<file path="config.mk">
export PLATFORM = sky130hd
export DESIGN_NAME = ordered_array_list_engine
export DESIGN_NICKNAME = d
export VERILOG_FILES = /design/src/sv/oale_pkg.sv /design/src/sv/ordered_array_list_engine.sv
export SDC_FILE = /design/constraint.sdc
export NUM_CORES = 2
export LEC_CHECK = 0
export BUFFER_PORTS_ARGS = -buffer_cell sky130_fd_sc_hd__buf_4
export CAP_MARGIN = 5
export CORE_ASPECT_RATIO = 0.6
export CORE_MARGIN = 4
export CORE_UTILIZATION = 45
export DETAILED_ROUTE_END_ITERATION = 6
export SLEW_MARGIN = 40
export SYNTH_ARGS = -nofsm -noshare
export SYNTH_HDL_FRONTEND = slang
export SYNTH_SLANG_ARGS = --single-unit
</file>
<file path="constraint.sdc">
create_clock -name i_clk -period 5.2 [get_ports i_clk]
set_clock_uncertainty 0.05 [all_clocks]
set_input_delay 1.04 -clock i_clk [delete_from_list [all_inputs] [get_ports i_clk]]
set_output_delay 1.04 -clock i_clk [all_outputs]
set_load 0.005 [all_outputs]
</file>
<file path="src/sv/oale_pkg.sv">
`timescale 1ns / 1ps
// package for the ordered array list engine
// opcodes, status codes and sequencer state type; no dependencies

package oale_pkg;

    localparam logic [2:0] OP_INSERT = 3'd0;
    localparam logic [2:0] OP_DELETE = 3'd1;
    localparam logic [2:0] OP_GET    = 3'd2;
    localparam logic [2:0] OP_FIND   = 3'd3;
    localparam logic [2:0] OP_SORT   = 3'd4;

    localparam logic [2:0] ST_OK       = 3'd0;
    localparam logic [2:0] ST_BADPOS   = 3'd1;
    localparam logic [2:0] ST_FULL     = 3'd2;
    localparam logic [2:0] ST_EMPTY    = 3'd3;
    localparam logic [2:0] ST_NOTFOUND = 3'd4;

    typedef enum logic [3:0] {
        S_IDLE,
        S_SCAN_RD,
        S_SCAN_CMP,
        S_SHUP_RD,
        S_SHUP_WR,
        S_SHDN_RD,
        S_SHDN_WR,
        S_SORT_RDX,
        S_SORT_RDJ,
        S_SORT_CMP,
        S_DONE
    } t_state;

endpackage

</file>
<file path="src/sv/ordered_array_list_engine.sv">
`timescale 1ns / 1ps
// ordered array list engine: fixed-capacity list of signed words in one memory
// depends on oale_pkg
//
// usage: drive i_opcode, i_item_value and i_position and raise start while
// busy is low; the command is taken at that edge and busy is high from the
// next cycle. exactly one result per command appears on o_status,
// o_result_value and o_list_length for one cycle with o_done high. busy stays
// high through that cycle and drops in the cycle after it, so the next start
// transfer can happen in the cycle after the result.
// the receiver cannot stall, so it must take the result when o_done is high.
// the single-port memory does one read or write per cycle, and the commands
// walk the list through it: get reads one entry; find / delete by value
// scan entries in order; insert / delete scan or move entries, at most about
// CAPACITY of them; sort is an insertion sort that compares and moves entries.
// reset clears the length to zero; the memory is not cleared, only entries
// below the length are ever read.
// CAPACITY sets the memory depth and may be 2 to 64 with a 7-bit length.

module ordered_array_list_engine #(
    parameter int CAPACITY = 64
) (
    input  logic               i_clk,
    input  logic               i_rst_n,
    input  logic               start,
    output logic               busy,
    input  logic [2:0]         i_opcode,
    input  logic signed [31:0] i_item_value,
    input  logic signed [7:0]  i_position,
    output logic               o_done,
    output logic [2:0]         o_status,
    output logic signed [31:0] o_result_value,
    output logic [6:0]         o_list_length
);

    localparam int AW = (CAPACITY > 1) ? $clog2(CAPACITY) : 1;

    oale_pkg::t_state r_state, n_state;
    logic [6:0]  r_len, n_len;
    logic [2:0]  r_op, n_op;
    logic [31:0] r_item, n_item;
    logic [6:0]  r_i, n_i;      // main index
    logic [6:0]  r_j, n_j;      // sort inner index / target slot
    logic [31:0] r_x, n_x;      // held word
    logic [2:0]  r_st, n_st;
    logic [31:0] r_val, n_val;
    logic        r_pdel, n_pdel; // removed word already captured

    logic [31:0] mem [CAPACITY];
    logic [31:0] r_rd;
    logic        mem_we;
    logic [6:0]  mem_addr;
    logic [31:0] mem_wd;

    always_ff @(posedge i_clk) begin
        if (mem_we) begin
            mem[mem_addr[AW-1:0]] <= mem_wd;
        end
        r_rd <= mem[mem_addr[AW-1:0]];
    end

    logic signed [8:0] pos9;
    logic signed [8:0] len9;
    logic              less_x;
    assign pos9   = {i_position[7], i_position};
    assign len9   = {2'b00, r_len};
    assign less_x = $signed(r_x) < $signed(r_rd);

    always_ff @(posedge i_clk) begin
        if (!i_rst_n) begin
            r_state <= oale_pkg::S_IDLE;
            r_len   <= '0;
        end else begin
            r_state <= n_state;
            r_len   <= n_len;
        end
        r_op <= n_op; r_item <= n_item; r_i <= n_i; r_j <= n_j;
        r_x <= n_x; r_st <= n_st; r_val <= n_val; r_pdel <= n_pdel;
    end

    always_comb begin
        n_state = r_state; n_len = r_len; n_op = r_op; n_item = r_item;
        n_i = r_i; n_j = r_j; n_x = r_x; n_st = r_st; n_val = r_val;
        n_pdel = r_pdel;
        mem_we = 1'b0; mem_addr = r_i; mem_wd = r_x;
        busy = (r_state != oale_pkg::S_IDLE);
        o_done = 1'b0;
        case (r_state)
            oale_pkg::S_IDLE: begin
                if (start) begin
                    n_op = i_opcode; n_item = i_item_value; n_x = i_item_value;
                    n_val = '0; n_st = oale_pkg::ST_OK; n_i = '0;
                    n_state = oale_pkg::S_DONE;
                    case (i_opcode)
                        oale_pkg::OP_INSERT: begin
                            if (pos9 < -9'sd1 || pos9 > len9 + 9'sd1)
                                n_st = oale_pkg::ST_BADPOS;
                            else if (r_len >= 7'(CAPACITY))
                                n_st = oale_pkg::ST_FULL;
                            else if (pos9 == 9'sd0 && r_len != '0) begin
                                n_pdel = 1'b0;
                                n_state = oale_pkg::S_SCAN_RD;
                            end else begin
                                // end of list or given position, also ascending insert into an empty list
                                n_j = (pos9 <= 9'sd0) ? r_len : 7'(pos9 - 9'sd1);
                                n_i = r_len;
                                n_state = oale_pkg::S_SHUP_RD;
                            end
                        end
                        oale_pkg::OP_DELETE: begin
                            if (r_len == '0) n_st = oale_pkg::ST_EMPTY;
                            else if (pos9 < -9'sd1 || pos9 > len9)
                                n_st = oale_pkg::ST_BADPOS;
                            else if (pos9 == 9'sd0) begin
                                n_pdel = 1'b0;
                                n_state = oale_pkg::S_SCAN_RD;
                            end else begin
                                n_i = (pos9 == -9'sd1) ? r_len - 7'd1
                                                       : 7'(pos9 - 9'sd1);
                                n_state = oale_pkg::S_SHDN_RD;
                                n_pdel = 1'b0;
                            end
                        end
                        oale_pkg::OP_GET: begin
                            if (pos9 >= 9'sd1 && pos9 <= len9) begin
                                n_i = 7'(pos9 - 9'sd1);
                                n_j = 7'(pos9 - 9'sd1);
                                n_state = oale_pkg::S_SCAN_RD;
                            end else
                                n_st = oale_pkg::ST_BADPOS;
                        end
                        oale_pkg::OP_FIND: begin
                            n_st = oale_pkg::ST_NOTFOUND;
                            if (r_len != '0) n_state = oale_pkg::S_SCAN_RD;
                        end
                        oale_pkg::OP_SORT: begin
                            n_i = 7'd1;
                            if (r_len > 7'd1) n_state = oale_pkg::S_SORT_RDX;
                        end
                        default: n_st = oale_pkg::ST_BADPOS;
                    endcase
                end
            end
            // read slot r_i, memory data arrives next cycle
            oale_pkg::S_SCAN_RD: begin
                mem_addr = r_i;
                n_state = oale_pkg::S_SCAN_CMP;
            end
            oale_pkg::S_SCAN_CMP: begin
                case (r_op)
                    oale_pkg::OP_GET: begin
                        n_val = r_rd;
                        n_state = oale_pkg::S_DONE;
                    end
                    oale_pkg::OP_FIND: begin
                        if (r_rd == r_item) begin
                            n_val = r_rd; n_st = oale_pkg::ST_OK;
                            n_state = oale_pkg::S_DONE;
                        end else if (r_i + 7'd1 >= r_len)
                            n_state = oale_pkg::S_DONE;
                        else begin
                            n_i = r_i + 7'd1;
                            n_state = oale_pkg::S_SCAN_RD;
                        end
                    end
                    oale_pkg::OP_DELETE: begin
                        if (r_rd == r_item) begin
                            n_state = oale_pkg::S_SHDN_RD;
                        end else if (r_i + 7'd1 >= r_len) begin
                            n_st = oale_pkg::ST_NOTFOUND;
                            n_state = oale_pkg::S_DONE;
                        end else begin
                            n_i = r_i + 7'd1;
                            n_state = oale_pkg::S_SCAN_RD;
                        end
                    end
                    default: begin
                        // ascending insert: first entry strictly greater
                        if (less_x) begin
                            n_j = r_i; n_i = r_len;
                            n_state = oale_pkg::S_SHUP_RD;
                        end else if (r_i + 7'd1 >= r_len) begin
                            n_j = r_len; n_i = r_len;
                            n_state = oale_pkg::S_SHUP_RD;
                        end else begin
                            n_i = r_i + 7'd1;
                            n_state = oale_pkg::S_SCAN_RD;
                        end
                    end
                endcase
            end
            // shift up: entries[i] = entries[i-1] while i > j, then entries[j] = x
            oale_pkg::S_SHUP_RD: begin
                if (r_i > r_j) begin
                    mem_addr = r_i - 7'd1;
                    n_state = oale_pkg::S_SHUP_WR;
                end else begin
                    mem_we = 1'b1; mem_addr = r_j; mem_wd = r_x;
                    n_len = r_len + 7'd1;
                    n_state = oale_pkg::S_DONE;
                end
            end
            oale_pkg::S_SHUP_WR: begin
                mem_we = 1'b1; mem_addr = r_i; mem_wd = r_rd;
                n_i = r_i - 7'd1;
                n_state = oale_pkg::S_SHUP_RD;
            end
            // shift down: read slot i first to capture removed word
            oale_pkg::S_SHDN_RD: begin
                mem_addr = r_i;
                n_state = oale_pkg::S_SHDN_WR;
            end
            oale_pkg::S_SHDN_WR: begin
                if (!r_pdel) begin
                    // first read: removed word
                    n_val = r_rd; n_pdel = 1'b1;
                end else begin
                    mem_we = 1'b1; mem_addr = r_i - 7'd1; mem_wd = r_rd;
                end
                if (r_i + 7'd1 >= r_len) begin
                    n_len = r_len - 7'd1;
                    n_state = oale_pkg::S_DONE;
                end else begin
                    n_i = r_i + 7'd1;
                    n_state = oale_pkg::S_SHDN_RD;
                end
            end
            // insertion sort: x = entries[i], walk j down
            oale_pkg::S_SORT_RDX: begin
                if (r_i >= r_len) n_state = oale_pkg::S_DONE;
                else begin
                    mem_addr = r_i;
                    n_j = r_i;
                    n_state = oale_pkg::S_SORT_RDJ;
                end
            end
            oale_pkg::S_SORT_RDJ: begin
                if (r_j == r_i) n_x = r_rd;
                if (r_j == '0) begin
                    mem_we = 1'b1; mem_addr = r_j;
                    mem_wd = (r_j == r_i) ? r_rd : r_x;
                    n_i = r_i + 7'd1;
                    n_state = oale_pkg::S_SORT_RDX;
                end else begin
                    mem_addr = r_j - 7'd1;
                    n_state = oale_pkg::S_SORT_CMP;
                end
            end
            oale_pkg::S_SORT_CMP: begin
                mem_we = 1'b1; mem_addr = r_j;
                if (less_x) begin
                    mem_wd = r_rd;
                    n_j = r_j - 7'd1;
                    n_state = oale_pkg::S_SORT_RDJ;
                end else begin
                    mem_wd = r_x;
                    n_i = r_i + 7'd1;
                    n_state = oale_pkg::S_SORT_RDX;
                end
            end
            oale_pkg::S_DONE: begin
                // result cycle, still busy so no transfer lands here
                o_done = 1'b1;
                n_state = oale_pkg::S_IDLE;
            end
            default: n_state = oale_pkg::S_IDLE;
        endcase
    end

    assign o_status       = r_st;
    assign o_result_value = (r_st == oale_pkg::ST_OK) ? r_val : '0;
    assign o_list_length  = r_len;

endmodule

</file>
* Word-level counts from Yosys, hierarchy flattened *
Memories as Yosys holds them, arrays and structs flattened. A register that Yosys moved wholly into a read port is not among the register bits.
Index checks and enable logic that the tools add are counted.

storage, ports and cells
  flip-flop bits (word level) = 128
  memory bits (writable) = 2048
  input bits = 46
  output and inout port bits = 44
  word-level logic and storage cells = 207
  memories = 1

operators by class
  add/subtract/negate cells = 7
  $lt $le $gt $ge = 12
  equality and inequality tests = 46
  multiplexer cells = 101
  reductions and logical operators = 30

memories
  memory  depth  bits a word  rd ports  clocked after memory_dff  write ports  RTL line                         text
  mem     64     32           1         1                         1            ordered_array_list_engine.sv:49  logic [31:0] mem [CAPACITY];

operators by type and width
  cell                                                                number
  32-bit 2-to-1 mux                                                   9
  7-bit 2-to-1 mux                                                    28
  32-bit case mux with 2 select lines                                 2
  32-bit case mux with 4 select lines                                 1
  32-bit case mux with 3 select lines                                 1
  4-bit 2-to-1 mux                                                    15
  7-bit case mux with 4 select lines                                  2
  3-bit != test, second input constant                                14
  7-bit case mux with 2 select lines                                  3
  7-bit case mux with 6 select lines                                  1
  4-bit case mux with 10 select lines                                 1
  32-bit == test                                                      1
  32-bit less-than comparator                                         1
  6-bit case mux with 4 select lines                                  1
  7-bit by 1-bit subtractor with 7-bit output, second input constant  3
  2-bit != test, second input constant                                10
  4-bit case mux with 5 select lines                                  1
  6-bit 2-to-1 mux                                                    3
  4-bit by 3-bit == test with 1-bit output, second input constant     4
  3-bit 2-to-1 mux                                                    5
  3-bit case mux with 5 select lines                                  1
  7-bit by 1-bit adder with 7-bit output, second input constant       2
  7-bit >= comparator                                                 2
  7-bit logical NOT                                                   2
  44 further kinds                                                    83

* Depth between registers and ports, before layout *
  word-level depth = 8
  gate-level depth with buffers = 18
  mapped depth without buffers = 14

* Worst setup path before layout *
OpenSTA, ideal clock, no wires.

  kind = flip-flop to flip-flop
  start = register r_x[31]
  end = memory mem[0][10], data pin
  setup time = 0.702 ns
  data arrival time = 4.940 ns
  required time = 4.448 ns
  setup slack = -0.492 ns
  cell stages (with the launch flop) = 9
  buffers on the path = 1
  clock period less this slack = 5.692 ns
  cells stage by stage = edfxtp_1 > ha_1 > nand4_1 > or4_1 > o31ai_1 > xor2_1 > o21ai_1 > clkbuf_1 > o21ai_0

on the way
  cells in the longest elaborated chain, start to end = 3

ends and longest elaborated chain
  what                                 RTL line                          text
  start, declared                      ordered_array_list_engine.sv:44   logic [31:0] r_x, n_x;
  start signal, assigned               ordered_array_list_engine.sv:78   r_x <= n_x; r_st <= n_st; r_val <= n_val; r_pdel <= n_pdel;
  32-bit less-than comparator          ordered_array_list_engine.sv:67   assign less_x = $signed(r_x) < $signed(r_rd);
  32-bit 2-to-1 mux                    ordered_array_list_engine.sv:251  if (less_x) begin
  32-bit case mux with 4 select lines  ordered_array_list_engine.sv:88   case (r_state)
  named net mem_wd[10]                 ordered_array_list_engine.sv:53   logic [31:0] mem_wd;
  end, declared                        ordered_array_list_engine.sv:49

The timed path passes the listed nets, and every way through them passes these cells.

* Final worst setup path *
  start = register r_j[0]
  end = register r_rd[18], read port of mem

on the way
  cells in the longest elaborated chain, start to end = 3
  elaborated cells between the ends (all ways) = 6
  classes of those cells = 1 x add/sub; 1 x order compare; 3 x mux; 1 x reduce/logical

ends and longest elaborated chain
  what                                                                 RTL line                                                            text
  start, declared                                                      ordered_array_list_engine.sv:43                                     logic [6:0] r_j, n_j;
  start signal, assigned                                               ordered_array_list_engine.sv:77                                     r_op <= n_op; r_item <= n_item; r_i <= n_i; r_j <= n_j;
  7-bit by 1-bit subtractor with 7-bit output (tied with other cells)  -
  6-bit 2-to-1 mux, on equally long branches                           ordered_array_list_engine.sv:239, ordered_array_list_engine.sv:194
  6-bit case mux with 4 select lines (*)                               ordered_array_list_engine.sv:88
  end, declared                                                        ordered_array_list_engine.sv:50                                     logic [31:0] r_rd;

Every way passes the cells marked *; elsewhere a longest branch is shown, timed or not.
A chain may end at the register's enable or synchronous reset.

==> results.cfg <==
[outcome]
outcome = completed

[layout]
nets = 4953
seq_area_um2 = 65900
n_fill_cell = 14943
drive_gt1_share_pct = 27.4
multi_input_area_um2 = 21300
final_area_um2 = 102000
syn_to_final_growth_pct = 16.5
final_util_pct = 53.1

[die]
rows = 124
die_w_um = 577
core_um2 = 192000
initial_utilization_pct = 45.6
die_y_um = 349
die_area_um2 = 202000
num_io_pins = 90

[place]
hpwlAfterDp_um = 158000
post-place-ws_ps = -84.9
dpl-instance-area_um2 = 95500
port_buffers = 89
gp_congestion = 0.931

[timing]
tightest_slew_ps = 936
hold_ws_ps = 352
final_max_slew_viol_count = 0
setup_violations = 0
setup_tns_ps = 0
fmax_ghz = 0.197
hold_violations = 0
setup_slack_ps = 121
timing.final.crit_share_pct = 97.7
max_slew_margin_pct = 37.6
post-route-min-period_ps = 5080

[worst_setup_path]
critPathMaxFanout = 16
crit_type = flip-flop to flip-flop
start_kind = flip-flop
crit_buf_inv = 5
cpPeakStageDelay_ps = 450
crit_arrival_ps = 5720
cp_cell_sequence = inv_1 -> ha_1 -> or3b_4 -> or4_1 -> buf_4 -> nor2_1 -> o41ai_2 -> a21o_4 -> buf_12 -> buf_12 -> mux4_2 -> a22oi_2 -> nand4_1 -> buf_4 -> or3_1
end_kind = flip-flop
crit_required_ps = 5840
cp_top_family = simple AND/OR/NAND/NOR gates
critical-path-slowest-cell = mux4_2

[synth]
avgSynthCellArea_um2 = 19.7
synthCells = 4426
synth_ff_type = edfxtp_1
syn-cell-area_um2 = 87400
yosysSeqAreaShare_pct = 75.4
async_flop_share_pct = 0
synth_cell_types = 74
yosysWarnings = 0
synth-edff-count = 2165
synth_nets = 4550
ys_seq_elements = 2208

[pwr]
switching_share_pct = 35.8
netSwitchingPower_w = 0.0233
power_frac_clock_pct = 22.1
power_density_nw_per_um2 = 639
power_leakage_nw = 32.6
seqPwrFrac_pct = 38.1
intPower_w = 0.0418
max-vdd-ir-drop_mv = 0.560
p_comb_share_pct = 39.8

[grt]
grt_pass1_vias = 45641
grtUsageTotal_pct = 25.8
grt_overflow = 0
grt_max_degree = 65
antenna_found_initial = 24
grt_pass1_wl_um = 365000

[clock_tree]
numCtsBuffers = 199
clkSlewWorstSetupHoldPaths_ps = 70
postCtsHoldBufs = 0
cts_tree = built
htreeDepth = 4
clock_latency_ps = 850
cts_buffer_depth = 4
root_buffer = clkbuf_16
cts.sinks = 2208

[routing]
viasPerCell = 6.37
dr.pass1.iters = 6
via_count = 48385
ant_nets = 0
first_iter_violations = 7126
drc = 0
avgRoutedWirePerCell_um = 34.4
wl_um = 261000

[worst_hold_path]
hp-class = input pin to flip-flop

[run]
max-cap-violations = 0
## through the flow
step | power, W | instances
floorplan | 0.0393 | 4426
global placement | 0.0501 | 7184
detailed placement | 0.0506 | 7205
CTS | 0.0649 | 7559
global route | 0.0676 | 7566
finish | 0.0651 | 7599
## worst paths after layout
| path | endpoint | depth (start not counted) | slack [ps] | startpoint |
|---|---|---|---|---|
| max | r_rd[18] | 15 | 120 | r_j[0] |
| min | r_item[22] | 1 | 350 | i_item_value[22] |
| max reg2reg | r_rd[18] | 15 | 120 | r_j[0] |
| min reg2reg | o_list_length[4] | 2 | 610 | o_list_length[4] |
## what timing repair did
action                     CTS  global route
buffers inserted             0             3
gates resized for setup      1             2
setup endpoints to repair    1             3
pin swaps                    1             2
## registers in the layout (all words and copies together) (netlist names)
| name | flops |
|---|---|
| r_val | 32 |
| r_pdel | 1 |
| r_item | 32 |
| r_state | 4 |
| r_x | 32 |
| o_status | 3 |
| r_rd | 32 |
| r_i | 7 |
| mem | 2048 |
| r_op | 3 |
| r_j | 7 |
| o_list_length | 7 |
## cells by family (layout without fill, tap and decap cells)
family	Yosys count	after routing	synth area share, %
adder cells (fa/ha/maj)	78	78	1.12
flip-flops	2208	2208	75.4
AO/OA/AOI/OAI	570	570	4.36
buffers and inverters	294	850	1.45
AND/OR/NAND/NOR	692	692	3.84
XOR/XNOR	69	69	0.691
multiplexers	515	515	13.2
other	0	34	0
## synth_stat cells, types with 11 or more instances
cell type / instances / area share (%)
nor2b_1: 11 / 0.079
inv_1: 61 / 0.26
o221ai_1: 13 / 0.13
ha_1: 78 / 1.1
xnor2_1: 56 / 0.56
xor2_1: 13 / 0.13
nand3_1: 87 / 0.50
nand2b_1: 16 / 0.11
or3_1: 36 / 0.26
clkbuf_1: 159 / 0.68
and2_1: 41 / 0.29
mux4_2: 508 / 13
buf_2: 44 / 0.25
a211oi_1: 14 / 0.12
a22oi_1: 225 / 1.9
buf_6: 11 / 0.14
a31oi_1: 11 / 0.079
nand4_1: 47 / 0.34
buf_1: 12 / 0.052
edfxtp_1: 2165 / 74
nor2_1: 179 / 0.77
a21o_1: 24 / 0.21
and3_1: 42 / 0.30
nor3_1: 21 / 0.12
dfxtp_1: 43 / 0.98
nand2_1: 178 / 0.76
o21ai_0: 116 / 0.66
a21oi_1: 101 / 0.58
## power by group through the flow
stage	registers (W)	clock network (W)	logic (W)
6_report	0.0248	0.0144	0.0259
4_1_cts	0.0247	0.0146	0.0256
5_1_grt	0.0248	0.0155	0.0273
3_3_place_gp	0.0251	0	0.0250
3_5_place_dp	0.0251	0	0.0256
2_1_floorplan	0.0252	0	0.0141
## per-layer routing
| layer | GRT usage [%] | wire length [um] | part of all wire (%) |
|---|---|---|---|
| met3 | 9.20 | 38600 | 15 |
| met2 | 33.3 | 103000 | 39 |
| met1 | 41.8 | 115000 | 44 |
| met5 | 0 | 28 | 0.011 |
| met4 | 4.80 | 4930 | 1.9 |
## cells in the final DEF, fill, tap and decap left out, types with 7 or more instances in the layout
| master | instances |
|---|---|
| buf_12 | 120 |
| nand4_1 | 47 |
| clkbuf_16 | 201 |
| nand3_1 | 87 |
| diode_2 | 34 |
| buf_4 | 291 |
| xnor2_1 | 56 |
| clkinvlp_4 | 7 |
| a21o_1 | 23 |
| dfxtp_1 | 39 |
| o21ai_4 | 33 |
| mux4_2 | 508 |
| ha_1 | 78 |
| nor2b_1 | 11 |
| and3_1 | 42 |
| o21ai_0 | 84 |
| o21a_1 | 10 |
| o221ai_1 | 13 |
| a31oi_1 | 11 |
| inv_1 | 61 |
| a21oi_1 | 101 |
| nor2_1 | 98 |
| or3_1 | 36 |
| xor2_1 | 12 |
| nor4_1 | 8 |
| nor2_4 | 78 |
| clkbuf_1 | 46 |
| clkinv_2 | 38 |
| and2_1 | 40 |
| edfxtp_1 | 2165 |
| nor3_1 | 19 |
| nand2b_1 | 16 |
| nand2_1 | 178 |
| a211oi_1 | 14 |
| buf_8 | 17 |
| clkinv_1 | 34 |
| bufinv_16 | 16 |
| a22oi_1 | 224 |
## layout make-up
cell class	instances	area share, %
Multi-Input combinational cell	1924	20.9
Sequential cell	2208	64.7
Tap cell	2583	3.17
Clock inverter	102	0.900
Antenna cell	34	0.0835
Inverter	62	0.228
Timing Repair Buffer	434	4.85
Clock buffer	252	5.18
No activity file was read; power rests on OpenSTA's default activity.
